--- src/rtl/float_tanh_rational_assert.svh ---
// Assertion macros used by the float tanh top level.
`ifndef FLOAT_TANH_RATIONAL_ASSERT_SVH
`define FLOAT_TANH_RATIONAL_ASSERT_SVH

// Checked on every clock edge outside reset.
`define FTR_ASSERT_ON(label, clk, rst, prop, msg) \
   label: assert property (@(posedge clk) disable iff (rst) prop) else $error(msg);

// Checked on every clock edge, reset included.
`define FTR_ASSERT_ALL(label, clk, prop, msg) \
   label: assert property (@(posedge clk) prop) else $error(msg);

`endif

--- src/rtl/ftr_pkg.sv ---
// Shared types and constants of the float tanh pipeline.
`timescale 1ns / 1ps
`default_nettype none
package ftr_pkg;
   localparam int DATA_W   = 32;
   localparam int FRAC_CAP = 26;
   localparam int C_27     = 27;
   localparam int C_9      = 9;
   localparam int X_BIG    = 3;
   localparam int E_TINY   = -5;
   localparam int E_HUGE   = 2;

   // Result decided early, carried beside the arithmetic.
   typedef struct packed {
      logic              done;
      logic              sign;
      logic [DATA_W-1:0] res;
   } side_type;
endpackage
`default_nettype wire

--- src/rtl/ftr_poly.sv ---
// Polynomial stages: square, then numerator and denominator of the rational.
`timescale 1ns / 1ps
`default_nettype none
module ftr_poly #(
   parameter int W  = 32,
   parameter int EW = 8
) (
   input  wire logic                 clock,
   input  wire logic                 reset,
   input  wire logic                 en,
   input  wire logic                 in_valid,
   input  wire logic [((W-EW-1+4) < 26 ? (W-EW-1+4) : 26)+1:0] in_x,
   input  wire ftr_pkg::side_type    in_side,
   output logic                      out_valid,
   output logic [2*((W-EW-1+4) < 26 ? (W-EW-1+4) : 26)+7:0] out_num,
   output logic [((W-EW-1+4) < 26 ? (W-EW-1+4) : 26)+6:0]   out_den,
   output ftr_pkg::side_type         out_side
);
   import ftr_pkg::*;

   localparam int MANT = W - EW - 1;
   localparam int FRAC = (MANT + 4) < FRAC_CAP ? (MANT + 4) : FRAC_CAP;
   localparam int XW   = FRAC + 2;
   localparam int X2W  = FRAC + 4;
   localparam int SW   = FRAC + 6;
   localparam int NUMW = XW + SW;
   localparam int DENW = FRAC + 7;

   logic              v1_ff;
   logic [XW-1:0]     x1_ff;
   logic [2*XW-1:0]   sq_ff;
   side_type          s1_ff;
   logic              v2_ff;
   logic [NUMW-1:0]   num_ff;
   logic [DENW-1:0]   den_ff;
   side_type          s2_ff;

   logic [2*XW-1:0]   sq_in;
   logic [X2W-1:0]    x2;
   logic [SW-1:0]     sum;
   logic [NUMW-1:0]   num_in;
   logic [DENW-1:0]   den_in;

   always_comb begin
      sq_in  = (2*XW)'(in_x) * (2*XW)'(in_x);
      x2     = X2W'(sq_ff >> FRAC);
      sum    = SW'(C_27 << FRAC) + SW'(x2);
      den_in = DENW'(C_27 << FRAC) + DENW'(x2) * DENW'(C_9);
      num_in = NUMW'(x1_ff) * NUMW'(sum);
   end

   always_ff @(posedge clock) begin
      if (reset) begin
         v1_ff <= 1'b0;
         v2_ff <= 1'b0;
      end else if (en) begin
         v1_ff <= in_valid;
         v2_ff <= v1_ff;
      end
      if (en) begin
         x1_ff  <= in_x;
         sq_ff  <= sq_in;
         s1_ff  <= in_side;
         num_ff <= num_in;
         den_ff <= den_in;
         s2_ff  <= s1_ff;
      end
   end

   assign out_valid = v2_ff;
   assign out_num   = num_ff;
   assign out_den   = den_ff;
   assign out_side  = s2_ff;
endmodule
`default_nettype wire

--- config.mk ---
export PLATFORM = sky130hd
export DESIGN_NAME = ftr_poly
export DESIGN_NICKNAME = d
export VERILOG_FILES = /design/src/rtl/float_tanh_rational_assert.svh /design/src/rtl/ftr_pkg.sv /design/src/rtl/ftr_poly.sv
export SDC_FILE = /design/constraint.sdc
export NUM_CORES = 2
export LEC_CHECK = 0
export ABC_AREA = 1
export BUFFER_PORTS_ARGS = -buffer_cell sky130_fd_sc_hd__buf_4
export CORE_ASPECT_RATIO = 0.8
export CORE_UTILIZATION = 40
export CTS_BUF_LIST = sky130_fd_sc_hd__clkbuf_16
export DETAILED_ROUTE_END_ITERATION = 8
export SYNTH_ARGS = -nofsm -noshare
export SYNTH_HDL_FRONTEND = slang
export SYNTH_SLANG_ARGS = --single-unit
export TNS_END_PERCENT = 5
--- constraint.sdc ---
create_clock -name clock -period 10 [get_ports clock]
set_input_delay 2 -clock clock [delete_from_list [all_inputs] [get_ports clock]]
set_output_delay 2 -clock clock [all_outputs]
set_load 0.03 [all_outputs]
Yosys cells after proc, flatten, opt, wreduce, memory -nomap -nowiden
Index checks and enable logic that the tools add are counted.
{"block": "word_totals", "wordCells": 17, "register_bits": 247}
{"block": "classes", "add_sub_neg": 2, "mul": 3}
{"operator": "multiplier 28 x 32 -> 60 bit", "n": 1}
{"operator": "multiplier 28 x 28 -> 56 bit", "n": 1}
{"operator": "adder 31 x 33 -> 33 bit (first input constant)", "n": 1}
{"operator": "multiplier 30 x 4 -> 33 bit (second input constant)", "n": 1}
{"operator": "adder 31 x 30 -> 32 bit (first input constant)", "n": 1}

Longest topological paths before layout
{"block": "depth", "word_depth": 2, "ltp_mapped": 33, "depth_no_buf": 30}

Worst setup path after synthesis
OpenSTA, ideal clock, no wires.
{"block": "synth_timing", "path_kind": "input to register", "start": "input in_x[3] (netlist bit)", "end": "register sq_ff[52] (data pin)", "path_stages": 25, "path_buffers": 2, "path_slack_ps": 2170, "t_required_ps": 9748, "setup_ps": 252, "arrival_time_ps": 7577, "cell_sequence": "clkbuf_1 -> buf_1 -> nand2_1 -> fa_1 -> inv_1 -> fa_1 -> fa_1 -> inv_1 -> fa_1 -> inv_1 -> fa_1 -> fa_1 -> inv_1 -> fa_1 -> inv_1 -> ha_1 -> nand2_1 -> nor2_1 -> inv_1 -> nor3_1 -> nand2_1 -> nor3_1 -> nand2_1 -> nand3_1 -> nand2_1"}
{"block": "synth_between", "elab_chain_cells": 1}
{"element": "start: declaration", "line_no": "ftr_poly.sv:12", "source": "input wire logic [((W-EW-1+4) < 26 ? (W-EW-1+4) : 26)+1:0] in_x,"}
{"element": "multiplier 28 x 28 -> 56 bit", "line_no": "ftr_poly.sv:45", "source": "sq_in = (2*XW)'(in_x) * (2*XW)'(in_x);"}
{"element": "via sq_in[52]", "line_no": "ftr_poly.sv:38", "source": "logic [2*XW-1:0] sq_in;"}
{"element": "end signal: assignment", "line_no": "ftr_poly.sv:62", "source": "sq_ff <= sq_in;"}
{"element": "end: declaration", "line_no": "ftr_poly.sv:31", "source": "logic [2*XW-1:0] sq_ff;"}
The timed path passes the listed nets, and every way through them passes these cells.
A chain may end at the register's enable or synchronous reset.

Worst setup path in the final report
{"block": "layout_timing", "start": "register sq_ff[52]", "end": "register num_ff[46], in the netlist out_num[46] (data pin)"}
{"block": "layout_between", "elab_chain_cells": 2}
{"element": "adder 31 x 30 -> 32 bit", "line_no": "ftr_poly.sv:47", "source": "sum = SW'(C_27 << FRAC) + SW'(x2);"}
{"element": "multiplier 28 x 32 -> 60 bit", "line_no": "ftr_poly.sv:49", "source": "num_in = NUMW'(x1_ff) * NUMW'(sum);"}
{"element": "via num_in[46]", "line_no": "ftr_poly.sv:41", "source": "logic [NUMW-1:0] num_in;"}
{"element": "end signal: assignment", "line_no": "ftr_poly.sv:64", "source": "num_ff <= num_in;"}
{"element": "end: declaration", "line_no": "ftr_poly.sv:34", "source": "logic [NUMW-1:0] num_ff;"}
The timed path passes the listed nets, and every way through them passes these cells.

==> flow_summary.json <==
{
  "outcome": "finished clean",
  "path_common_cell": "fa_1",
  "ff2ff_setup_slack_ns": 1.32,
  "crit_end": "out_num[46]",
  "clock-sinks": 221,
  "drive_gt1_frac": 0.0425,
  "critical_path_class": "flop to flop",
  "grt_max_degree": 117,
  "slew_headroom": 0.239,
  "path_buf_inv": 7,
  "num_rows": 130,
  "timing.setup.tns_ns": 0,
  "synthSimpleGateAreaFrac": 0.151,
  "crit_chain": "inv_1 -> ha_1 -> clkinv_1 -> nand2_1 -> fa_1 -> inv_1 -> fa_1 -> fa_1 -> inv_1 -> fa_1 -> inv_1 -> fa_1 -> fa_1 -> inv_1 -> fa_1 -> inv_1 -> ha_1 -> nand2_1 -> nor2_1 -> nand2_1 -> nor2_1 -> nand3_1 -> nand4_1 -> nand2_1",
  "crit_path_max_fanout": 18,
  "worstMarginPinSlew_ns": 1.14,
  "synth_most_common_cell": "inv_1",
  "maxCapViolCount": 0,
  "cp.depth": 24,
  "grt_pass1_wl_mm": 295,
  "synthArstFlopShare": 0,
  "cp_top_family": "adder cells",
  "synth.area.top_cells": "fa_1 44%, inv_1 15%, nand2_1 11%",
  "worstSkewPairLatency_ns": 0.64,
  "synth_compound_area_frac": 0.0265,
  "reg2reg_from": "sq_ff[52]",
  "synth-edff-count": 219,
  "synth_ff_type": "edfxtp_1",
  "synth_mux_area_frac": 0,
  "core-area_um2": 157000,
  "synth_top_family_by_area": "adder cells",
  "hold_class": "flop to flop",
  "ys_ff_latch": 221,
  "grt_pass1_vias": 51700,
  "syn_avg_cell_area_um2": 8.14,
  "port_buffers": 193,
  "tritoncts": "built",
  "synth_area_um2": 63200,
  "reg2reg_depth": 24,
  "vias": 47900,
  "critPathArrivalTime_ns": 9.05,
  "die_y_um": 358,
  "die_area_um2": 160000,
  "final-setup-viol-count": 0,
  "cts_inserted_buffers": 28,
  "htreeDepth": 1,
  "clk_path_buf_depth": 3,
  "ys_types": 40,
  "viasPerCell": 4.83,
  "grt_use_total": 0.239,
  "synth_xor_area_frac": 0.0112,
  "nNetsFinal": 9746,
  "synth_top_cell_by_area": "fa_1",
  "min_period_ns": 8.68,
  "cp_slowest_cell": "clkinv_1",
  "fillCellCount": 15800,
  "clkTransAtPathRegs_ns": 0.07,
  "ant_nets": 0,
  "skew_ns": 0.0348,
  "drt-total-wl_mm": 184,
  "cts-resized-gates": 0,
  "crit_required_ns": 10.36,
  "worstReg2RegEnd": "out_num[46]",
  "ios": 194,
  "avgRoutedWirePerCell_um": 18.5,
  "antenna_found_initial": 8,
  "hold-path-cell-count": 0,
  "finalMaxSlewViolations": 0,
  "cts_hold_buf": 0,
  "synthesis.nets": 9722,
  "place_congestion": 0.929,
  "drtIter0Drc": 3841,
  "rsz0062_at_grt": "false",
  "grt_overflow": 0,
  "yosysSeqAreaShare": 0.105,
  "crit_start": "sq_ff[52]",
  "drc": 0,
  "max_freq_mhz": 115,
  "max_stage_delay_ns": 0.96,
  "finalHoldViolCount": 0,
  "dieWidth_um": 447,
  "post_cts_buffers": 0,
  "critPathLaunchType": "flop",
  "clockRootBuffer": "clkbuf_16",
  "synth_cells": 7764,
  "yosysWarnings": 0,
  "synth.top_cell.area_share": 0.438,
  "end_kind": "flop",
  "synth-adder-area-share": 0.538,
  "area_growth_pct": 7.18,
  "synthTopCellsByCount": "2560 x inv_1, 1898 x nand2_1, 1382 x fa_1, 510 x ha_1, 320 x nor2_1",
  "dr.pass1.iters": 6,
  "start_util": 0.403,
  "hpwl_mm": 150,
  "min_period_over_period": 0.868
}
==> layout by cell type, fill, tap and decap left out, types with 6 or more instances in the layout <==
master and instances:
fa_1 1382, nand2_2 9, o21a_1 8, clkbuf_16 28, nor2_1 320, edfxtp_1 219, nand2_1 1898, o21bai_1 20
ha_1 510, clkinv_1 6, nand4_1 44, xnor2_1 27, nor3_1 26, buf_4 253, xor2_1 54, a21oi_1 169
a21o_1 12, a21boi_0 6, o21ai_0 84, inv_1 2561, clkinv_2 9, nand3_1 116
==> routing by layer <==
layer	GRT usage	wire length, µm	up-vias
met3	0.0370	14900	238
met2	0.367	79200	1859
li1	-	-	21900
met1	0.355	85400	23900
met4	0.0526	4070	0
met5	0	0	-
==> final cells by class <==
class | count | area, µm² | area share
repair buffers | 254 | 1910 | 0.0282
well taps | 2112 | 2640 | 0.0390
inverters | 2565 | 9630 | 0.142
clock inverters | 24 | 259 | 0.00382
clock buffers | 28 | 701 | 0.0103
multi-input cells | 4718 | 46000 | 0.679
diodes | 5 | 12.5 | 0.000185
flip-flops and latches | 221 | 6620 | 0.0976
==> state kept, by name, summed over array words and instances, names as in the netlist <==
signal,flops
out_num,60
out_side,34
s1_ff,34
out_den,33
sq_ff,30
x1_ff,28
out_valid,1
v1_ff,1
==> per-stage QoR <==
| stage | cells | area (µm²) | hold WS (ns) | utilization | setup slack (ns) |
|---|---|---|---|---|---|
| floorplan | 7764 | 63200 | 0.400 | - | 2.17 |
| global placement | 9870 | 66800 | 0.401 | 0.426 | 1.33 |
| detailed placement | 9870 | 66800 | 0.405 | 0.426 | 1.37 |
| CTS | 9922 | 67800 | 0.420 | 0.432 | 1.42 |
| global route | 9927 | 67800 | 0.423 | 0.432 | 0.937 |
| finish | 9927 | 67800 | 0.417 | 0.432 | 1.32 |
==> cell families (layout without fill, tap and decap cells) <==
| kind of cell | count (synthesis) | count (layout) |
|---|---|---|
| buf+inv | 2825 | 2871 |
| xor+xnor | 81 | 81 |
| simple gates | 2437 | 2437 |
| flops | 221 | 221 |
| other cells | 0 | 5 |
| compound gates | 308 | 308 |
| fa+ha+maj | 1892 | 1892 |
==> worst min path at each step <==
stage	from	end	slack [ns]
3_3_place_gp	s1_ff[23]	out_side[23]	0.40
3_5_place_dp	s1_ff[25]	out_side[25]	0.41
4_1_cts	s1_ff[20]	out_side[20]	0.42
2_1_floorplan	s1_ff[0]	out_side[0]	0.40
6_report	s1_ff[20]	out_side[20]	0.42
5_1_grt	s1_ff[3]	out_side[3]	0.42
Power is left out: the tool's default activity adds up to more than one toggle a clock period on the data nets, which glitch-free logic cannot reach.
