<file path="src/rtl/float_tanh_rational_assert.svh">
// Assertion macros used by the float tanh top level.
`ifndef FLOAT_TANH_RATIONAL_ASSERT_SVH
`define FLOAT_TANH_RATIONAL_ASSERT_SVH

// Checked on every clock edge outside reset.
`define FTR_ASSERT_ON(label, clk, rst, prop, msg) \
   label: assert property (@(posedge clk) disable iff (rst) prop) else $error(msg);

// Checked on every clock edge, reset included.
`define FTR_ASSERT_ALL(label, clk, prop, msg) \
   label: assert property (@(posedge clk) prop) else $error(msg);

`endif

</file>
<file path="src/rtl/ftr_pkg.sv">
// Shared types and constants of the float tanh pipeline.
`timescale 1ns / 1ps
`default_nettype none
package ftr_pkg;
   localparam int DATA_W   = 32;
   localparam int FRAC_CAP = 26;
   localparam int C_27     = 27;
   localparam int C_9      = 9;
   localparam int X_BIG    = 3;
   localparam int E_TINY   = -5;
   localparam int E_HUGE   = 2;

   // Result decided early, carried beside the arithmetic.
   typedef struct packed {
      logic              done;
      logic              sign;
      logic [DATA_W-1:0] res;
   } side_type;
endpackage
`default_nettype wire

</file>
<file path="src/rtl/ftr_norm.sv">
// Output stages: clamp, leading-one search, then rounding into float format.
`timescale 1ns / 1ps
`default_nettype none
module ftr_norm #(
   parameter int W  = 32,
   parameter int EW = 8
) (
   input  wire logic              clock,
   input  wire logic              reset,
   input  wire logic              en,
   input  wire logic              in_valid,
   input  wire logic [((W-EW-1+4) < 26 ? (W-EW-1+4) : 26)+1:0] in_q,
   input  wire ftr_pkg::side_type in_side,
   output logic                   out_valid,
   output logic [31:0]            out_data
);
   import ftr_pkg::*;

   localparam int MANT = W - EW - 1;
   localparam int FRAC = (MANT + 4) < FRAC_CAP ? (MANT + 4) : FRAC_CAP;
   localparam int QB   = FRAC + 2;
   localparam int MSW  = $clog2(FRAC + 1);
   localparam int BIAS = (1 << (EW - 1)) - 1;
   localparam int RW   = (EW > 6 ? EW : 6) + 2;
   localparam int NMW  = MANT + 2;

   logic              v1_ff;
   logic [FRAC-1:0]   y_ff;
   logic [MSW-1:0]    msb_ff;
   side_type          s1_ff;
   logic              v2_ff;
   logic [DATA_W-1:0] data_ff;

   logic [QB-1:0]     y;
   logic [MSW-1:0]    msb_in;
   side_type          s1_in;
   logic [DATA_W-1:0] one_bits;
   logic signed [RW-1:0] rexp;
   logic              uflow;
   logic [FRAC-1:0]   yq;
   logic [FRAC-1:0]   yrem;
   logic [FRAC-1:0]   yhalf;
   logic [NMW-1:0]    norm;
   logic [DATA_W-1:0] data_in;

   always_comb begin
      y        = (in_q > QB'(1 << FRAC)) ? QB'(1 << FRAC) : in_q;
      one_bits = (DATA_W'(in_side.sign) << (W - 1)) | (DATA_W'(BIAS) << MANT);
      s1_in    = in_side;
      msb_in   = '0;
      for (int i = 0; i < FRAC; i++) begin
         if (y[i]) begin
            msb_in = MSW'(i);
         end
      end
      if (!in_side.done) begin
         if (y == '0) begin
            s1_in.done = 1'b1;
            s1_in.res  = DATA_W'(in_side.sign) << (W - 1);
         end else if (y >= QB'(1 << FRAC)) begin
            s1_in.done = 1'b1;
            s1_in.res  = one_bits;
         end
      end
   end

   always_comb begin
      rexp  = $signed(RW'(msb_ff)) - $signed(RW'(FRAC)) + $signed(RW'(BIAS));
      // Underflow is judged on the exponent before any rounding carry.
      uflow = rexp <= 0;
      yq    = y_ff >> (msb_ff - MSW'(MANT));
      yrem  = y_ff & ((FRAC'(1) << (msb_ff - MSW'(MANT))) - FRAC'(1));
      yhalf = FRAC'(1) << (msb_ff - MSW'(MANT) - MSW'(1));
      if (msb_ff > MSW'(MANT)) begin
         if (yrem > yhalf || (yrem == yhalf && yq[0])) begin
            norm = NMW'(yq) + NMW'(1);
         end else begin
            norm = NMW'(yq);
         end
      end else begin
         norm = NMW'(y_ff) << (MANT - msb_ff);
      end
      // Rounding carried out of the mantissa: renormalize.
      if (norm[MANT+1]) begin
         norm = norm >> 1;
         rexp = rexp + RW'(1);
      end
      if (s1_ff.done) begin
         data_in = s1_ff.res;
      end else if (uflow) begin
         data_in = DATA_W'(s1_ff.sign) << (W - 1);
      end else begin
         data_in = (DATA_W'(s1_ff.sign) << (W - 1))
                 | (DATA_W'(rexp[EW-1:0]) << MANT)
                 | DATA_W'(norm[MANT-1:0]);
      end
   end

   always_ff @(posedge clock) begin
      if (reset) begin
         v1_ff <= 1'b0;
         v2_ff <= 1'b0;
      end else if (en) begin
         v1_ff <= in_valid;
         v2_ff <= v1_ff;
      end
      if (en) begin
         y_ff    <= y[FRAC-1:0];
         msb_ff  <= msb_in;
         s1_ff   <= s1_in;
         data_ff <= data_in;
      end
   end

   assign out_valid = v2_ff;
   assign out_data  = data_ff;
endmodule
`default_nettype wire

</file>
<file path="config.mk">
export PLATFORM = sky130hd
export DESIGN_NAME = ftr_norm
export DESIGN_NICKNAME = d
export VERILOG_FILES = /design/src/rtl/float_tanh_rational_assert.svh /design/src/rtl/ftr_pkg.sv /design/src/rtl/ftr_norm.sv
export SDC_FILE = /design/constraint.sdc
export NUM_CORES = 1
export LEC_CHECK = 0
export BUFFER_PORTS_ARGS = -buffer_cell sky130_fd_sc_hd__buf_2
export CAP_MARGIN = 15
export CORE_UTILIZATION = 40
export CTS_CLUSTER_SIZE = 10
export DETAILED_ROUTE_END_ITERATION = 7
export HOLD_SLACK_MARGIN = 0.12
export PLACE_DENSITY = 0.68
export SLEW_MARGIN = 40
export SYNTH_ARGS = -nofsm -noshare
export SYNTH_HDL_FRONTEND = slang
export SYNTH_SLANG_ARGS = --single-unit
</file>
<file path="constraint.sdc">
create_clock -name clock -period 13.5 [get_ports clock]
set_input_delay 0.675 -clock clock [delete_from_list [all_inputs] [get_ports clock]]
set_output_delay 0.675 -clock clock [all_outputs]
set_load 0.02 [all_outputs]
</file>
**After elaboration in Yosys (flattened, before gate mapping)**

Index checks and enable logic that the tools add are counted.

- Register bits: 99
- Latch bits: 0
- Memory bits (writable): 0
- Bits in read-only memories: 0
- Bits of input ports: 66
- Output and inout bits: 33
- Word-level logic and storage cells: 72
- Memories: 0

- Add/sub/neg operators: 8
- $mul: 0
- Div/mod/pow operators: 0
- Order comparisons: 5
- Equal/unequal tests: 1
- Shifts and indexed selects: 4
- Multiplexer cells: 35
- Bitwise logic cells: 3
- Reduce and logical (&&, ||, !) cells: 6

Operators by type and width:

| kind | number |
|---|---|
| 2-to-1 mux 32 bit | 5 |
| left shift 1 x 5 -> 26 bit (first input constant) | 2 |
| 2-to-1 mux 25 bit | 2 |
| 2-to-1 mux 4 bit | 9 |
| 2-to-1 mux 5 bit | 7 |
| bitwise OR 32 x 23 -> 32 bit | 1 |
| bitwise OR 32 x 31 -> 32 bit | 1 |
| left shift 25 x 32 -> 25 bit | 1 |
| greater-or-equal comparator 28 x 27 -> 1 bit (second input constant) | 1 |
| greater-than comparator 28 x 27 -> 1 bit (second input constant) | 1 |
| zero test 28 bit | 1 |
| 2-to-1 mux 28 bit | 1 |
| bitwise AND 26 bit | 1 |
| equality test 26 bit | 1 |
| greater-than comparator 26 bit | 1 |
| >> shifter 26 x 5 -> 25 bit | 1 |
| subtractor 26 x 1 -> 26 bit (second input constant) | 1 |
| adder 25 x 1 -> 25 bit (second input constant) | 1 |
| 2-to-1 mux 23 bit | 1 |
| 2-to-1 mux 3 bit | 4 |
| OR reduction 10 bit | 1 |
| adder 6 x 8 -> 9 bit (second input constant) | 1 |
| less-or-equal comparator 9 x 1 -> 1 bit (second input constant) | 1 |
| adder 8 x 2 -> 8 bit (second input constant) | 1 |
| 11 further kinds | 15 |

**Depth between registers and ports, before layout**

- Depth in word-level cells: 26
- Gate-level depth with buffers: 29
- Mapped depth without buffers: 22

**Worst setup path after synthesis**

No wires, ideal clock.

- Kind: reg-to-reg
- Start: register msb_ff[1]
- End: register data_ff[12], in the netlist out_data[12], data pin
- Library setup time: 0.261 ns
- Data arrival time: 6.308 ns
- Data required time: 13.239 ns
- Setup slack: 6.932 ns
- Stages on the path, launching flop included: 27
- Buffers on the path: 6
- Period minus slack after synthesis: 6.568 ns
- Path through: edfxtp_1 -> ha_1 -> buf_2 -> xnor2_1 -> buf_2 -> buf_1 -> clkbuf_1 -> buf_1 -> nand3_1 -> ha_1 -> clkbuf_1 -> o21ai_1 -> a21oi_1 -> a21boi_0 -> mux2i_1 -> a22oi_1 -> nor2b_1 -> ha_1 -> nand4_1 -> or4_1 -> nand2b_1 -> o221ai_2 -> nor4_4 -> and2_1 -> o311a_4 -> or4_1 -> o311a_1

- Word-level cells in the longest chain between the ends: 13
- Elaborated cells between the ends (all ways): 24
- Those cells by class: add/sub: 7; order compare: 3; eq/ne: 1; shift: 4; mux: 5; bitwise: 2; reduce/logical: 2

RTL lines:

| what | line | RTL |
|---|---|---|
| start: declaration | ftr_norm.sv:29 | `logic [MSW-1:0] msb_ff;` |
| start signal: assignment | ftr_norm.sv:109 | `msb_ff <= msb_in;` |
| branches (longest 11 deep; another with subtractor 26 x 1 -> 26 bit) | n/a |  |
| 2-to-1 mux 32 bit * | ftr_norm.sv:90 | `end else if (uflow) begin` |
| 2-to-1 mux 32 bit * | ftr_norm.sv:88 | `if (s1_ff.done) begin` |
| net data_in[12] | ftr_norm.sv:44 | `logic [DATA_W-1:0] data_in;` |
| end signal: assignment | ftr_norm.sv:111 | `data_ff <= data_in;` |
| end: declaration | ftr_norm.sv:32 | `logic [DATA_W-1:0] data_ff;` |

Mark *: on every way through the listed nets, which the timed path passes.
A chain may end at the register's enable or synchronous reset.

**Worst setup path in the final report**

- Start: register msb_ff[0]
- End: register data_ff[12], in the netlist out_data[12], data pin

The elaborated chain is that of the path after synthesis.

==> impl_metrics.ini <==
[outcome]
status = complete, no violations

[floorplanning]
ios = 99
die_area_um2 = 25700
die_h_um = 160
die_x_um = 160
start_util_pct = 40.9
rows = 57
coreArea_um2 = 24500

[global_route]
grt_pass1_wl_mm = 48.3
grt_pass1_vias = 8427
grt_start_max_net_pins = 75
grt_overflow = 0
antenna_found_initial = 0
grt_usage_pct = 24.0

[routing]
wl_mm = 31.1
vias = 9226
first_pass_iters = 6
ant_nets = 0
drtIter0Drc = 1177
remaining_drc_errors = 0
vias_per_cell = 6.15
avgRoutedWirePerCell_um = 20.7

[clock_network]
cts_hold_buf = 0
cts.sinks = 99
post_cts_buffers = 0
htree_levels = 3
cts_tree = yes
insertion_delay_ns = 0.35
cts_buffers = 9
cts-resized-gates = 0
cts.reportedPaths.clkPinSlew_ns = 0.08
clock_path_buffers = 2
root_buffer = clkbuf_16

[placed_design]
dpl.hpwl_mm = 23.0
numPortBuffers = 98
postPlaceCellArea_um2 = 10700
finalWeightedCongestion = 0.944
dp.cells = 1485

[timing]
rsz0062_at_grt = false
hold_viol_final = 0
finalSetupViolations = 0
tns_ns = 0
worst_slew_pin_slew_ns = 0.846
finalClockSkew_ns = 0.00814
fmax_mhz = 121
drv_slew = 0
worst_hold_slack_ns = 0.482
period_share_pct = 61.0
relSlewSlack_pct = 43.6
period_minus_slack_ns = 8.23

[finish]
diodes = 0
regArea_um2 = 2950
final_common_cell = nand2_1
drive_gt1_share_pct = 17.5
most-common-layout-cells = 110 x nand2_1, 103 x nor2_1, 97 x buf_2, 97 x edfxtp_1, 69 x a21oi_1
multi_input_area_um2 = 6580
final_net_count = 1279
syn2layout_area_growth_pct = 9.67
num-fill-cells = 2353
fin_cells = 1501
fin_area_um2 = 11000

[worst_setup_path]
critPathMaxStageDelay_ns = 0.60
crit_chain = buf_4 -> buf_4 -> inv_1 -> ha_1 -> or2_2 -> a21oi_1 -> o21ai_1 -> a21oi_1 -> a21boi_0 -> mux2i_1 -> a22oi_1 -> nor2b_1 -> ha_1 -> nand4_1 -> or4_1 -> nand2b_1 -> o2111ai_1 -> o221ai_2 -> nor4_4 -> nand3_2 -> o311a_4 -> or4_1 -> o311a_1
cp.required_ns = 13.61
cp_max_fo = 47
crit_path_start_kind = register
cp-end-kind = register
path_class = register to register
crit_slowest_cell = buf_4
crit_arrival_ns = 8.34

[flow_run]
drv_cap = 0

[power_and_ir_drop]
power.net_switching_w = 0.000499
clkPwrFrac_pct = 21.5
p_leak_nw = 4.18
netSwitchingFraction_pct = 41.0
power.density_nw_per_um2 = 111
seq_power_share_pct = 33.1
ir_worst_vdd_uv = 69.5
power_frac_comb_pct = 45.4
intPower_w = 0.000717
power_w = 0.00122

[logic_synthesis]
synthesis.nets = 1237
syn_inst = 1130
synthFlopType = edfxtp_1
seq_area_frac_synth_pct = 29.5
async_flop_share_pct = 0
syn_area_um2 = 10000
synth-edff-count = 97
yosysWarnings = 0
syn_avg_cell_area_um2 = 8.86
ys_ff_latch = 99
synth_cell_type_count = 87

[min_path]
holdCritPathClass = input port to register
[power groups by stage]
stage	Sequential, W	Combinational, W	Clock (W)
after global routing	0.000404	0.000598	0.000274
after CTS	0.000401	0.000541	0.000265
after floorplan	0.000413	0.000383	0
final	0.000403	0.000552	0.000261
after global placement	0.000408	0.000534	0
after detailed placement	0.000407	0.000539	0
[final timing paths]
kind	from	endpoint	slack, ns	cells past startpoint
worst max-delay path	msb_ff[0]	out_data[12]	5.27	23
worst min-delay path	reset	out_valid	0.48	2
worst max register to register	msb_ff[0]	out_data[12]	5.27	23
worst min register to register	out_valid	out_valid	0.50	2
[synthesized netlist by cell type, types with 5 or more instances]
cell type | n | share of area (%)
nand2_1 | 110 | 4.1
and3_1 | 10 | 0.63
xor2_1 | 14 | 1.2
mux2_2 | 14 | 1.6
a21boi_0 | 8 | 0.60
nand4_1 | 19 | 1.2
edfxtp_1 | 97 | 29
ha_1 | 41 | 5.1
a221oi_1 | 8 | 0.70
mux2_1 | 5 | 0.56
o211ai_1 | 8 | 0.60
a21oi_1 | 69 | 3.4
o22ai_1 | 16 | 1.0
mux4_2 | 29 | 6.5
nand3_1 | 40 | 2.0
mux2i_1 | 57 | 5.7
or3_1 | 10 | 0.63
inv_1 | 25 | 0.94
nor3_1 | 26 | 1.3
buf_2 | 16 | 0.80
a31oi_1 | 10 | 0.63
o31ai_1 | 11 | 0.83
a21o_1 | 5 | 0.38
o21a_1 | 7 | 0.52
o21ai_0 | 44 | 2.2
a2bb2oi_1 | 6 | 0.52
nor4_1 | 11 | 0.69
and2_1 | 67 | 4.2
nor2b_1 | 17 | 1.1
buf_1 | 6 | 0.22
buf_4 | 9 | 0.67
a22oi_1 | 5 | 0.38
a211oi_1 | 5 | 0.38
nor2_1 | 104 | 3.9
or2_2 | 5 | 0.31
xnor2_1 | 21 | 1.8
nand2b_1 | 21 | 1.3
clkbuf_1 | 51 | 1.9
[critical path: cells and delay by family, from the launching register on]
| family | cells | cell delay [ns] |
|---|---|---|
| AOI/OAI and AO/OA | 9 | 2.36 |
| adders and majority gates | 2 | 0.87 |
| buffers and inverters | 3 | 1.45 |
| DFF | 1 | 0.32 |
| muxes | 1 | 0.15 |
| and+or+nand+nor | 8 | 2.81 |
[flip-flops by register name (all words and copies together) (netlist names)]
register and cells:
msb_ff 5, y_ff 26, v1_ff 1, out_data 32
out_valid 1, s1_ff 34
[layout make-up]
cell class	count	area share, %
multi-input cells	919	59.9
flip-flops and latches	99	26.9
repair buffers	118	5.89
well taps	324	3.69
clock buffers	9	2.05
inverters	25	0.855
clock inverters	7	0.695
[layer usage]
metal	GRT usage (%)	up-vias	share of wire [%]
met3	2.70	57	7.8
met5	0	-	0
met2	38.6	430	46
met4	7.36	0	2.8
met1	33.8	4423	43
li1	-	4316	-
[cell families after synthesis]
kind of cell / Yosys count / share of synthesized area (%)
mux: 105 / 14.4
fa+ha+maj: 41 / 5.12
flops: 99 / 29.5
simple gates: 470 / 24.2
buf+inv: 112 / 5.09
xor+xnor: 36 / 3.34
compound gates: 267 / 18.4
[stage by stage]
stage | setup WS [ns] | util, %
2_1_floorplan | 6.93 | -
3_3_place_gp | 5.60 | 43.6
3_5_place_dp | 5.42 | 43.6
4_1_cts | 5.39 | 44.8
5_1_grt | 4.76 | 44.9
6_report | 5.27 | 44.9
Power figures use the tool's default switching activity.
