<file path="src/rtl/float_tanh_rational_assert.svh">
// Assertion macros used by the float tanh top level.
`ifndef FLOAT_TANH_RATIONAL_ASSERT_SVH
`define FLOAT_TANH_RATIONAL_ASSERT_SVH

// Checked on every clock edge outside reset.
`define FTR_ASSERT_ON(label, clk, rst, prop, msg) \
   label: assert property (@(posedge clk) disable iff (rst) prop) else $error(msg);

// Checked on every clock edge, reset included.
`define FTR_ASSERT_ALL(label, clk, prop, msg) \
   label: assert property (@(posedge clk) prop) else $error(msg);

`endif

</file>
<file path="src/rtl/ftr_pkg.sv">
// Shared types and constants of the float tanh pipeline.
`timescale 1ns / 1ps
`default_nettype none
package ftr_pkg;
   localparam int DATA_W   = 32;
   localparam int FRAC_CAP = 26;
   localparam int C_27     = 27;
   localparam int C_9      = 9;
   localparam int X_BIG    = 3;
   localparam int E_TINY   = -5;
   localparam int E_HUGE   = 2;

   // Result decided early, carried beside the arithmetic.
   typedef struct packed {
      logic              done;
      logic              sign;
      logic [DATA_W-1:0] res;
   } side_type;
endpackage
`default_nettype wire

</file>
<file path="src/rtl/ftr_unpack.sv">
// Input stage: special cases and conversion of the magnitude to fixed point.
`timescale 1ns / 1ps
`default_nettype none
module ftr_unpack #(
   parameter int W  = 32,
   parameter int EW = 8
) (
   input  wire logic                      clock,
   input  wire logic                      reset,
   input  wire logic                      en,
   input  wire logic                      in_valid,
   input  wire logic [31:0]               in_value,
   output logic                           out_valid,
   output logic [((W-EW-1+4) < 26 ? (W-EW-1+4) : 26)+1:0] out_x,
   output ftr_pkg::side_type              out_side
);
   import ftr_pkg::*;

   localparam int MANT = W - EW - 1;
   localparam int FRAC = (MANT + 4) < FRAC_CAP ? (MANT + 4) : FRAC_CAP;
   localparam int XW   = FRAC + 2;
   localparam int BIAS = (1 << (EW - 1)) - 1;

   logic              valid_ff;
   logic [XW-1:0]     x_ff;
   side_type          side_ff;
   logic [XW-1:0]     x_in;
   side_type          side_in;

   logic [W-1:0]      raw;
   logic              sign;
   logic [EW-1:0]     expo;
   logic [MANT-1:0]   mant;
   logic signed [EW+1:0] e;
   logic signed [5:0] sh;
   logic [3:0]        rsh;
   logic [MANT:0]     sig;
   logic [MANT:0]     q;
   logic [MANT:0]     rem;
   logic [MANT:0]     half;
   logic [XW:0]       xw;
   logic [DATA_W-1:0] one_bits;

   always_comb begin
      raw      = in_value[W-1:0];
      sign     = raw[W-1];
      expo     = raw[W-2:MANT];
      mant     = raw[MANT-1:0];
      e        = $signed({2'b00, expo}) - $signed((EW+2)'(BIAS));
      sh       = 6'(e) + 6'(FRAC - MANT);
      rsh      = 4'(-sh);
      sig      = {1'b1, mant};
      q        = sig >> rsh;
      rem      = sig & (((MANT+1)'(1) << rsh) - (MANT+1)'(1));
      half     = (MANT+1)'(1) << (rsh - 4'd1);
      one_bits = (DATA_W'(sign) << (W - 1)) | (DATA_W'(BIAS) << MANT);
      if (sh >= 0) begin
         xw = (XW+1)'(sig) << sh[2:0];
      end else if (rem > half || (rem == half && q[0])) begin
         xw = (XW+1)'(q) + (XW+1)'(1);
      end else begin
         xw = (XW+1)'(q);
      end
      x_in         = xw[XW-1:0];
      side_in.sign = sign;
      side_in.done = 1'b1;
      side_in.res  = one_bits;
      if (expo == '0) begin
         side_in.res = DATA_W'(sign) << (W - 1);
      end else if (expo == '1) begin
         if (mant != '0) begin
            side_in.res = (DATA_W'({EW{1'b1}}) << MANT) | DATA_W'(1);
         end
      end else if (e <= E_TINY) begin
         side_in.res = DATA_W'(raw);
      end else if (e >= E_HUGE) begin
         side_in.res = one_bits;
      end else if (xw >= (XW+1)'(X_BIG << FRAC)) begin
         side_in.res = one_bits;
      end else begin
         side_in.done = 1'b0;
      end
   end

   always_ff @(posedge clock) begin
      if (reset) begin
         valid_ff <= 1'b0;
      end else if (en) begin
         valid_ff <= in_valid;
      end
      if (en) begin
         x_ff    <= x_in;
         side_ff <= side_in;
      end
   end

   assign out_valid = valid_ff;
   assign out_x     = x_ff;
   assign out_side  = side_ff;
endmodule
`default_nettype wire

</file>
<file path="config.mk">
export PLATFORM = sky130hd
export DESIGN_NAME = ftr_unpack
export DESIGN_NICKNAME = d
export VERILOG_FILES = /design/src/rtl/float_tanh_rational_assert.svh /design/src/rtl/ftr_pkg.sv /design/src/rtl/ftr_unpack.sv
export SDC_FILE = /design/constraint.sdc
export NUM_CORES = 1
export LEC_CHECK = 0
export ABC_CLOCK_PERIOD_IN_PS = 7100
export BUFFER_PORTS_ARGS = -buffer_cell sky130_fd_sc_hd__clkbuf_2
export CORE_MARGIN = 1
export CORE_UTILIZATION = 40
export CTS_CLUSTER_DIAMETER = 60
export DETAILED_ROUTE_END_ITERATION = 10
export HOLD_SLACK_MARGIN = 0.15
export SLEW_MARGIN = 5
export SYNTH_ARGS = -nofsm -noshare
export SYNTH_HDL_FRONTEND = slang
export SYNTH_SLANG_ARGS = --single-unit
</file>
<file path="constraint.sdc">
create_clock -name clock -period 7.1 [get_ports clock]
set_clock_uncertainty 0.15 [all_clocks]
set_input_delay 0 -clock clock [delete_from_list [all_inputs] [get_ports clock]]
set_output_delay 0 -clock clock [all_outputs]
set_load 0.01 [all_outputs]
</file>
Word-level counts from Yosys, hierarchy flattened:

Cells that the tools add are included.
Widths: inputs -> output; s select.

* input port bits: 36
* word-level logic and storage cells: 36
* flip-flop bits (word level): 63
* output and inout port bits: 63

* magnitude comparators: 5
* equal/unequal tests: 2
* $add $sub $neg: 6
* multiplexer cells: 7
* shift operators: 4
* bitwise logic cells: 1
* reduce and logical (&&, ||, !) cells: 5

Operators with widths (count)
* $mux 32: 3
* $shl 1x4->24 const A: 2
* $mux 31: 1
* $ge 29x28->1 const B: 1
* $mux 29: 1
* $shl 24x3->29: 1
* $add 24x1->25 const B: 1
* $mux 25: 1
* $and 24x24->24: 1
* $eq 24x24->1: 1
* $gt 24x24->1: 1
* $shr 24x4->24: 1
* $sub 24x1->24 const B: 1
* $reduce_bool 23->1: 1
* $ge 9x3->1 const B: 1
* $le 9x4->1 const B: 1
* $sub 8x7->9 const B: 1
* $eq 8x8->1 const B: 1
* $logic_not 8->1: 1
* $add 6x3->6 const B: 1
* $ge 6x1->1 const B: 1
* $neg 4->4: 1
* $reduce_or 4->1: 1
* $sub 4x1->4 const B: 1
* other kinds (3): 3

Longest topological paths before layout:

Gate-level depths: netlist (run 1).

* depth after elaboration: 13
* mapped depth: 35
* gate-level depth less buffers: 26

Worst setup path before layout (run 1):

Ideal clock, no wire load.

* path type: in2reg
* from: input port in_value[23]
* to: register x_ff[17] (netlist: out_x[17]), data pin
* buffers on the path: 9
* library setup time: 0.152 ns
* stages: 34
* arrival time: 7.313 ns
* path slack: -0.515 ns
* data required time: 6.798 ns
* cells stage by stage: buf_2 inv_2 buf_2 buf_1 buf_1 ha_1 buf_4 mux2i_1 or2_2 nand4_1 nand2_4 buf_6 clkbuf_1 buf_1 nor2_1 nand2_1 ha_1 clkbuf_1 inv_1 a211o_1 nor3_1 o21ai_0 o311a_1 o21a_1 ha_1 nand4_1 or2_2 nor4_1 nor4b_1 o211ai_1 nor4b_2 nand4_2 or4_1 a31oi_1

* cells in the longest elaborated chain, start to end: 11
* elaborated cells on any way between the ends: 18
* those cells by class: add/sub (6); order compare (2); eq/ne (1); shift (4); mux (2); bitwise (1); reduce/logical (2)

Ends and longest elaborated chain
* from (decl): line ftr_unpack.sv:12 `input wire logic [31:0] in_value,`
* $sub 8x7->9 *: line ftr_unpack.sv:49 `e = $signed({2'b00, expo}) - $signed((EW+2)'(BIAS));`
* $add 6x3->6 *: line ftr_unpack.sv:50 `sh = 6'(e) + 6'(FRAC - MANT);`
* parallel branches: the longest is 8 deep, another holds $sub 24x1->24
* $mux 29 *: line ftr_unpack.sv:57 `if (sh >= 0) begin`
* net xw[17]: line ftr_unpack.sv:41 `logic [XW:0] xw;`
* to (signal assigned): line ftr_unpack.sv:92 `x_ff <= x_in;`
* to (decl): line ftr_unpack.sv:25 `logic [XW-1:0] x_ff;`

Mark *: on every way through the listed nets, which the timed path passes.
A chain may end at the register's enable or synchronous reset.

Final worst setup path (run 1):

* from: input port in_value[24]
* to: register x_ff[19] (netlist: out_x[19]), data pin

The elaborated chain is that of the path after synthesis.

==> metrics.yaml, run 1 <==
grt_util_met1_pct: 36.97
grt_pass1_vias: 5797
routabilityCongestion: 0.9561
cts_made_buffers: 9
post-route-period-util_pct: 93.24
crit_path_start: "in_value[24]"
max_freq_ghz: 0.1511
power.density_nw_per_um2: 213.5
rows: 45
leakagePower_nw: 3.080
synth_top_family_by_area: "simple AND/OR/NAND/NOR gates"
cp-start-kind: "input pin"
hp-start: "en"
nNetsFinal: 914
vdd_drop_max_mv: 0.1200
synth.ff_latch_count: 63
htree_levels: 3
grt-ovfl-total: 0
syn-instance-count: 743
dr.pass1.iters: 5
path_max_fanout: 10
synth_ff_type: "edfxtp_1"
muxShareOfSynthArea_pct: 13.28
drt_iter0_drc: 570
cts_max_path_buffers: 2
top_usage_layer: "met2"
syn_area_per_cell_um2: 8.469
core_um2: 15260
cts_resized: 0
synth_xor_area_share_pct: 2.645
synthSimpleGateAreaFrac_pct: 26.49
cpPeakStageDelay_ps: 530
grt.met2_usage_pct: 42.43
avgRoutedWirePerCell_um: 20.99
min_path_cells: 2
worstPathRequired_ps: 7140
r2r_end: "out_valid"
synth-seq-area-share_pct: 29.91
finalHoldViolations: 0
clk_latency_ps: 340
grt_max_degree: 64
synth-edff-count: 62
hpwl_mm: 16.66
dieArea_um2: 16240
worstSetupEndpoint: "out_x[19]"
io_pins: 99
antenna_found_initial: 0
cts_root_buf: "clkbuf_16"
clkTransAtPathRegs_ps: 60
slew_violations: 0
status: "finished, final reports clean"
rsz0062_at_grt: "false"
tns_ps: 0
cts_sinks: 63
wl_mm: 22.38
drv_cap: 0
worst_path_max_delay_cell: "or4_1"
crit_arrival_ps: 6660
gr-usage-met3_pct: 6.407
syn_to_final_growth_pct: 21.20
min_path_type: "in -> reg"
vias_per_cell: 5.861
fin_hold_ws_ps: 223.2
ant_nets: 0
drive_above_1_share_pct: 21.29
synth-compound-area-share_pct: 17.58
grt_usage_pct: 27.80
portBuffers: 98
critPathKind: "in -> reg"
regToRegSetupSlack_ps: 5820
diodes: 0
die_h_um: 127.4
synthAdderAreaFrac_pct: 5.568
finalCriticalPeriod_ps: 6620
synth_nets: 807
netlist_area_um2: 6292
cts_tree: "built"
tightest_slew_ps: 1015
async_flop_share_pct: 0
rr_worst_depth: 3
vias: 6248
ys_warn_count: 0
drc_errors: 0
start_util_pct: 41.24
cp-end-kind: "flip-flop"
max_slew_margin_pct: 32.06
grt_pass1_wl_mm: 33.43
die_w_um: 127.4
ys_types: 68
final-setup-viol-count: 0
r2r_start: "out_valid"
[registers in the layout, indices dropped and copies added (netlist names)]
signal     flops
out_side      34
out_valid      1
out_x         28
[synth_stat cells, types with 3 or more instances]
library cell | n | share of area, %
mux4_2 | 10 | 3.6
xor2_1 | 7 | 0.97
a21oi_1 | 38 | 3.0
buf_2 | 3 | 0.24
a21boi_0 | 9 | 1.1
and2_1 | 31 | 3.1
a311oi_1 | 4 | 0.56
buf_1 | 9 | 0.54
mux2i_1 | 34 | 5.4
nor4_1 | 12 | 1.2
o21a_1 | 13 | 1.6
mux2_2 | 23 | 4.1
or3_1 | 5 | 0.50
o21bai_1 | 6 | 0.72
nand3_1 | 21 | 1.7
o311ai_0 | 4 | 0.56
or4_1 | 10 | 1.2
ha_1 | 28 | 5.6
and3_1 | 10 | 0.99
clkbuf_1 | 33 | 2.0
o211ai_1 | 3 | 0.36
o21ai_0 | 31 | 2.5
nand2b_1 | 5 | 0.50
edfxtp_1 | 62 | 30
nor3b_1 | 3 | 0.36
nor2b_1 | 7 | 0.70
a21o_1 | 5 | 0.60
inv_1 | 15 | 0.89
o41ai_1 | 3 | 0.42
or2_2 | 11 | 1.1
nand3b_1 | 3 | 0.36
a32o_1 | 3 | 0.48
o31ai_1 | 9 | 1.1
nor2_1 | 69 | 4.1
nand4_1 | 13 | 1.3
a211oi_1 | 5 | 0.60
nand2_1 | 107 | 6.4
nor3_1 | 17 | 1.4
a31oi_1 | 12 | 1.2
xnor2_1 | 12 | 1.7
buf_4 | 3 | 0.36
[worst max-delay path, delay by kind of cell]
| family | cells | cell delay [ps] |
|---|---|---|
| and+or+nand+nor | 11 | 2940 |
| AOI/OAI and AO/OA | 7 | 1740 |
| adders and majority gates | 3 | 910 |
| muxes | 1 | 110 |
| buffers and inverters | 4 | 940 |
[power breakdown]
group | leakage (nW) | internal [mW] | switching [mW] | total [mW]
Combinational | 2.30 | 0.245 | 0.397 | 0.642
Clock | 0.166 | 0.342 | 0.168 | 0.510
Sequential | 0.611 | 0.465 | 0.0114 | 0.476
Total | 3.08 | 1.05 | 0.576 | 1.63
[layer usage]
metal  share of wire (%)  vias to the layer above
met1                  44                     2946
met4                 4.3                        0
li1                    -                     2972
met2                  44                      282
met5                   0                        -
met3                 8.2                       48
[layout make-up]
cell class	count	area [um2]
Clock buffer	10	229.0
Clock inverter	6	108.9
Fill cell	1492	7632
Inverter	18	67.56
Multi-Input combinational cell	612	4144
Sequential cell	63	1882
Tap cell	211	264.0
Timing Repair Buffer	146	930.9
[worst min-delay path by stage]
stage | slack (ps) | to
after floorplan | -80 | out_valid
final | 220 | out_x[3]
after global placement | 7 | out_valid
after detailed placement | 20 | out_valid
after global routing | 260 | out_x[8]
after CTS | 230 | out_x[14]
[cell families after synthesis]
logic type               after synthesis
buffers and inverters                 68
AO/OA/AOI/OAI                        165
AND/OR/NAND/NOR                      332
multiplexers                          68
XOR/XNOR                              19
adder cells (fa/ha/maj)               28
flip-flops                            63
[cell usage in the layout (no fill, tap or decap), types with 6 or more instances in the layout]
master,n
a21boi_0,9
a21oi_1,38
a31oi_1,12
and2_1,31
and3_1,10
buf_4,16
clkbuf_16,9
clkbuf_2,98
dlygate4sd3_1,32
edfxtp_1,62
ha_1,27
inv_1,15
mux2_2,23
mux2i_1,34
mux4_2,10
nand2_1,107
nand3_1,21
nand4_1,13
nor2_1,69
nor2b_1,7
nor3_1,17
nor4_1,12
o21a_1,13
o21ai_0,31
o21bai_1,6
o31ai_1,9
or2_2,11
or4_1,10
xnor2_1,11
xor2_1,7
[stage by stage]
stage	area, um2	total power [mW]	std cells	util (%)	setup WS (ps)
after floorplan	6306	0.8956	743	-	31.29
after global placement	6960	1.094	1017	45.62	858.7
after detailed placement	6960	1.100	1017	45.62	534.4
after CTS	7619	1.627	1065	49.93	342.6
after global routing	7626	1.708	1066	49.98	76.85
final	7626	1.628	1066	49.98	480.1
[timing repair]
action | CTS | global route
setup endpoints to repair | 0 | 6
setup buffers | 0 | 1
hold endpoints to repair | 38 | 0
hold buffers | 32 | 0
Note: power is estimated with default switching activity, not from simulation.
==> run 2, diff against run 1 <==
ABC_CLOCK_PERIOD_IN_PS = 8150   (was 7100)
clock period = 8.15 ns   (was 7.1 ns; I/O delays follow)
==> metrics.yaml, run 2 (synthesis gave the netlist of run 1 again) <==
start_util_pct: 41.24
post-route-period-util_pct: 89.37
cpPeakStageDelay_ps: 580
cp-end-kind: "flip-flop"
crit_family: "simple AND/OR/NAND/NOR gates"
cts_max_path_buffers: 2
min_path_cells: 2
antenna_found_initial: 0
grt-ovfl-total: 0
r2r_start: "out_valid"
tightest_slew_ps: 997.3
fill_cells: 1444
cts_tree: "built"
final_area_um2: 7592
dp_cells: 1014
drc_errors: 0
worst_path_max_delay_cell: "nor4b_4"
vias: 6363
drt_iter0_drc: 623
dpl_cell_area_um2: 6929
regArea_um2: 1882
grt_pass1_vias: 5886
drive_above_1_share_pct: 20.87
rows: 45
cp-start-kind: "input pin"
layout_common_cells: "nand2_1, clkbuf_2, nor2_1, edfxtp_1, a21oi_1"
final_cells: 1064
hpwl_mm: 16.33
wl_mm: 22.19
dieArea_um2: 16240
worstPathRequired_ps: 8180
slew_violations: 0
max_freq_ghz: 0.1373
status: "finished, final reports clean"
die_w_um: 127.4
finalHoldViolations: 0
leakagePower_nw: 3.048
largest_register_ff_count: 34
crit_arrival_ps: 7320
rsz0062_at_grt: "false"
portBuffers: 98
power.density_nw_per_um2: 181.4
grt_pass1_wl_mm: 33.82
cts_made_buffers: 9
ant_nets: 0
clkTransAtPathRegs_ps: 60
critPathKind: "in -> reg"
hp-start: "en"
die_h_um: 127.4
path_max_fanout: 10
final_common_cell: "nand2_1"
htree_levels: 3
clk_latency_ps: 340
cts_sinks: 63
tns_ps: 0
io_pins: 99
finalCriticalPeriod_ps: 7283
min_path_type: "in -> reg"
hold_end: "out_x[4]"
max_slew_margin_pct: 33.27
r2r_end: "out_valid"
core_um2: 15260
grt_usage_pct: 27.79
routabilityCongestion: 0.9499
regToRegSetupSlack_ps: 6870
path_buf_inv: 4
avgRoutedWirePerCell_um: 20.85
rr_worst_depth: 3
drv_cap: 0
syn_to_final_growth_pct: 20.66
dr.pass1.iters: 5
nNetsFinal: 912
vias_per_cell: 5.980
multi_input_area_um2: 4144
vdd_drop_max_mv: 0.1009
post-route-util_pct: 49.76
final-setup-viol-count: 0
grt_max_degree: 64
diodes: 0
cts_root_buf: "clkbuf_16"
[run 2: cell types whose count changed in the layout (fill, tap and decap cells not counted), sizes merged]
cell         previous run  this run
clkinv                  5         4
dlygate4sd3            32        34
buf                    16        12
clkinvlp                0         2
bufinv                  3         2
[run 2: layout make-up]
| class | count | share of cell area [%] |
|---|---|---|
| multi-input cells | 612 | 54.58 |
| flip-flops and latches | 63 | 24.79 |
| repair buffers | 144 | 12.13 |
| well taps | 211 | 3.477 |
| clock buffers | 10 | 3.016 |
| clock inverters | 6 | 1.121 |
| inverters | 18 | 0.8899 |
[run 2: how the worst max path moves through the flow]
| stage | startpoint | endpoint | slack [ps] | cells past startpoint |
|---|---|---|---|---|
| 2_1_floorplan | in_value[23] | out_x[17] | 540 | 34 |
| 3_3_place_gp | in_value[24] | out_x[17] | 1350 | 25 |
| 3_5_place_dp | in_value[24] | out_x[17] | 910 | 25 |
| 4_1_cts | in_value[24] | out_x[17] | 710 | 26 |
| 5_1_grt | in_value[24] | out_x[17] | 210 | 26 |
| 6_report | in_value[24] | out_x[17] | 870 | 26 |
[run 2: power by group]
part	total, mW	switching [mW]	leakage (nW)	internal, mW
clock network	0.407	0.141	0.148	0.266
logic	0.555	0.344	2.29	0.211
registers	0.415	0.0101	0.611	0.405
[run 2: through the flow]
step | setup slack [ps] | power [mW] | hold WS, ps
floorplan | 535.5 | 0.7771 | -77.62
global placement | 1354 | 0.9450 | 7.020
detailed placement | 905.3 | 0.9506 | 13.37
CTS | 707.1 | 1.374 | 192.5
global route | 207.5 | 1.444 | 266.6
finish | 866.6 | 1.377 | 216.9
[run 2: layer usage]
metal | part of all wire [%] | global-route usage (%) | vias up | wire, um
met2 | 45 | 43.68 | 328 | 9940
met4 | 3.6 | 12.61 | 0 | 796
li1 | - | - | 2972 | -
met3 | 7.9 | 4.816 | 47 | 1756
met1 | 44 | 37.25 | 3016 | 9694
met5 | 0 | 0 | - | 0
[run 2: worst register-to-register path: stages, from the launching register on]
cell,delay (ps)
dfxtp_1,310
mux2i_1,120
nor2_1,50
dlygate4sd3_1,540
[run 2: what timing repair did]
action | in CTS | in global routing
hold buffers | 34 | 0
hold endpoints to repair | 35 | 0
gates resized for setup | 0 | 1
endpoints found under the setup margin | 0 | 1
setup buffers | 0 | 0
==> run 3, diff against run 2 <==
CORE_MARGIN = 2   (was 1)
==> metrics.yaml, run 3 (synthesis gave the netlist of run 1 again) <==
status: "finished, final reports clean"
die_h_um: 129.4
intPower_mw: 0.9144
start_util_pct: 41.09
cts_root_buf: "clkbuf_16"
cp-start-kind: "input pin"
grt_pass1_vias: 5978
regToRegSetupSlack_ps: 6860
cts_made_buffers: 9
grt_usage_pct: 27.51
drive_above_1_share_pct: 20.89
dr.pass1.iters: 5
layout_common_cells: "nand2_1, clkbuf_2, nor2_1, edfxtp_1, a21oi_1"
avgRoutedWirePerCell_um: 21.54
antenna_found_initial: 0
grt_pass1_wl_mm: 34.64
power_frac_comb_pct: 39.3
slew_violations: 0
rsz0062_at_grt: "false"
die_w_um: 129.4
worstPathRequired_ps: 8200
hpwl_mm: 16.71
cts_max_path_buffers: 2
finalCriticalPeriod_ps: 7058
final_common_cell: "nand2_1"
final-setup-viol-count: 0
cts_sinks: 63
largest_register_ff_count: 34
vias_per_cell: 5.916
tightest_slew_ps: 990.7
htree_levels: 3
wl_mm: 22.90
vias: 6289
crit_arrival_ps: 7100
drc_errors: 0
cp-end-kind: "flip-flop"
worst_path_max_delay_cell: "nor4_1"
nNetsFinal: 911
grt-ovfl-total: 0
sw_frac_of_total_pct: 35.44
max_slew_margin_pct: 33.71
clkTransAtPathRegs_ps: 60
leakagePower_nw: 3.060
dieArea_um2: 16750
ant_nets: 0
cpPeakStageDelay_ps: 620
drv_cap: 0
critPathKind: "in -> reg"
vdd_drop_max_mv: 0.1011
max_freq_ghz: 0.1417
setup_ws_ps: 1092
grt_max_degree: 64
portBuffers: 98
routabilityCongestion: 0.9677
path_max_fanout: 10
power.density_nw_per_um2: 186.1
power_frac_clock_pct: 31.4
post-route-period-util_pct: 86.61
dp_cells: 1014
finalHoldViolations: 0
rows: 45
drt_iter0_drc: 701
final_area_um2: 7609
final_cells: 1063
io_pins: 99
min_path_type: "in -> reg"
power.switching_mw: 0.5019
core_um2: 15310
clk_latency_ps: 350
seqPwrFrac_pct: 29.3
cts_tree: "built"
tns_ps: 0
finalPower_mw: 1.416
syn_to_final_growth_pct: 20.92
place_ws_ps: 1477
diodes: 0
dpl_cell_area_um2: 6940
==> run 3: cell types whose count changed in the layout (fill, tap and decap cells not counted) <==
cell	before	now
nor4b_4	1	0
nor4b_2	0	1
xnor2_2	1	0
bufinv_16	2	3
xnor2_4	0	1
dlygate4sd3_1	34	33
clkinv_4	0	1
clkinvlp_4	2	0
==> run 3: cell type report <==
class,count,area (um2)
clock buffer,10,229.0
timing repair buffer,143,910.9
sequential,63,1882
inverter,18,67.56
tap,211,264.0
clock inverter,6,108.9
multi-input combinational,612,4146
fill,1473,7706
==> run 3: metal layers <==
metal | global-route usage [%] | share of wire (%) | vias to the layer above
li1 | - | - | 2957
met1 | 37.58 | 44 | 3009
met2 | 45.54 | 47 | 292
met3 | 3.592 | 6.3 | 31
met4 | 8.602 | 2.4 | 0
met5 | 0 | 0 | -
==> run 3: final timing paths <==
kind	from	end	cells past startpoint
worst max-delay path	in_value[24]	out_x[17]	27
worst min-delay path	en	out_side[26]	2
worst max register to register	out_valid	out_valid	3
worst min register to register	out_valid	out_valid	3
==> run 3: critical path, delay by kind of cell <==
family                   cells  cell delay (ps)
AND/OR/NAND/NOR             12             3370
AO/OA/AOI/OAI                7             1520
buffers and inverters        5             1210
adder cells (fa/ha/maj)      3             1020
==> run 3: per-stage QoR <==
| stage | hold WS [ps] | util, % |
|---|---|---|
| finish | 187.1 | 49.68 |
| global route | 250.3 | 49.68 |
| CTS | 241.1 | 49.68 |
| detailed placement | 14.14 | 45.32 |
| global placement | 6.851 | 45.32 |
| floorplan | -77.62 | - |
==> run 3: timing repair <==
action / CTS / global route
gates resized for setup: 0 / 0
hold endpoints to repair: 37 / 0
hold buffers: 33 / 0
setup buffers: 0 / 0
==> run 3: power by group through the flow <==
stage	Combinational, mW	Sequential (mW)	Clock (mW)
after floorplan	0.335	0.443	0
after global placement	0.526	0.421	0
after detailed placement	0.532	0.422	0
after CTS	0.547	0.416	0.449
after global routing	0.603	0.419	0.463
final	0.556	0.415	0.445
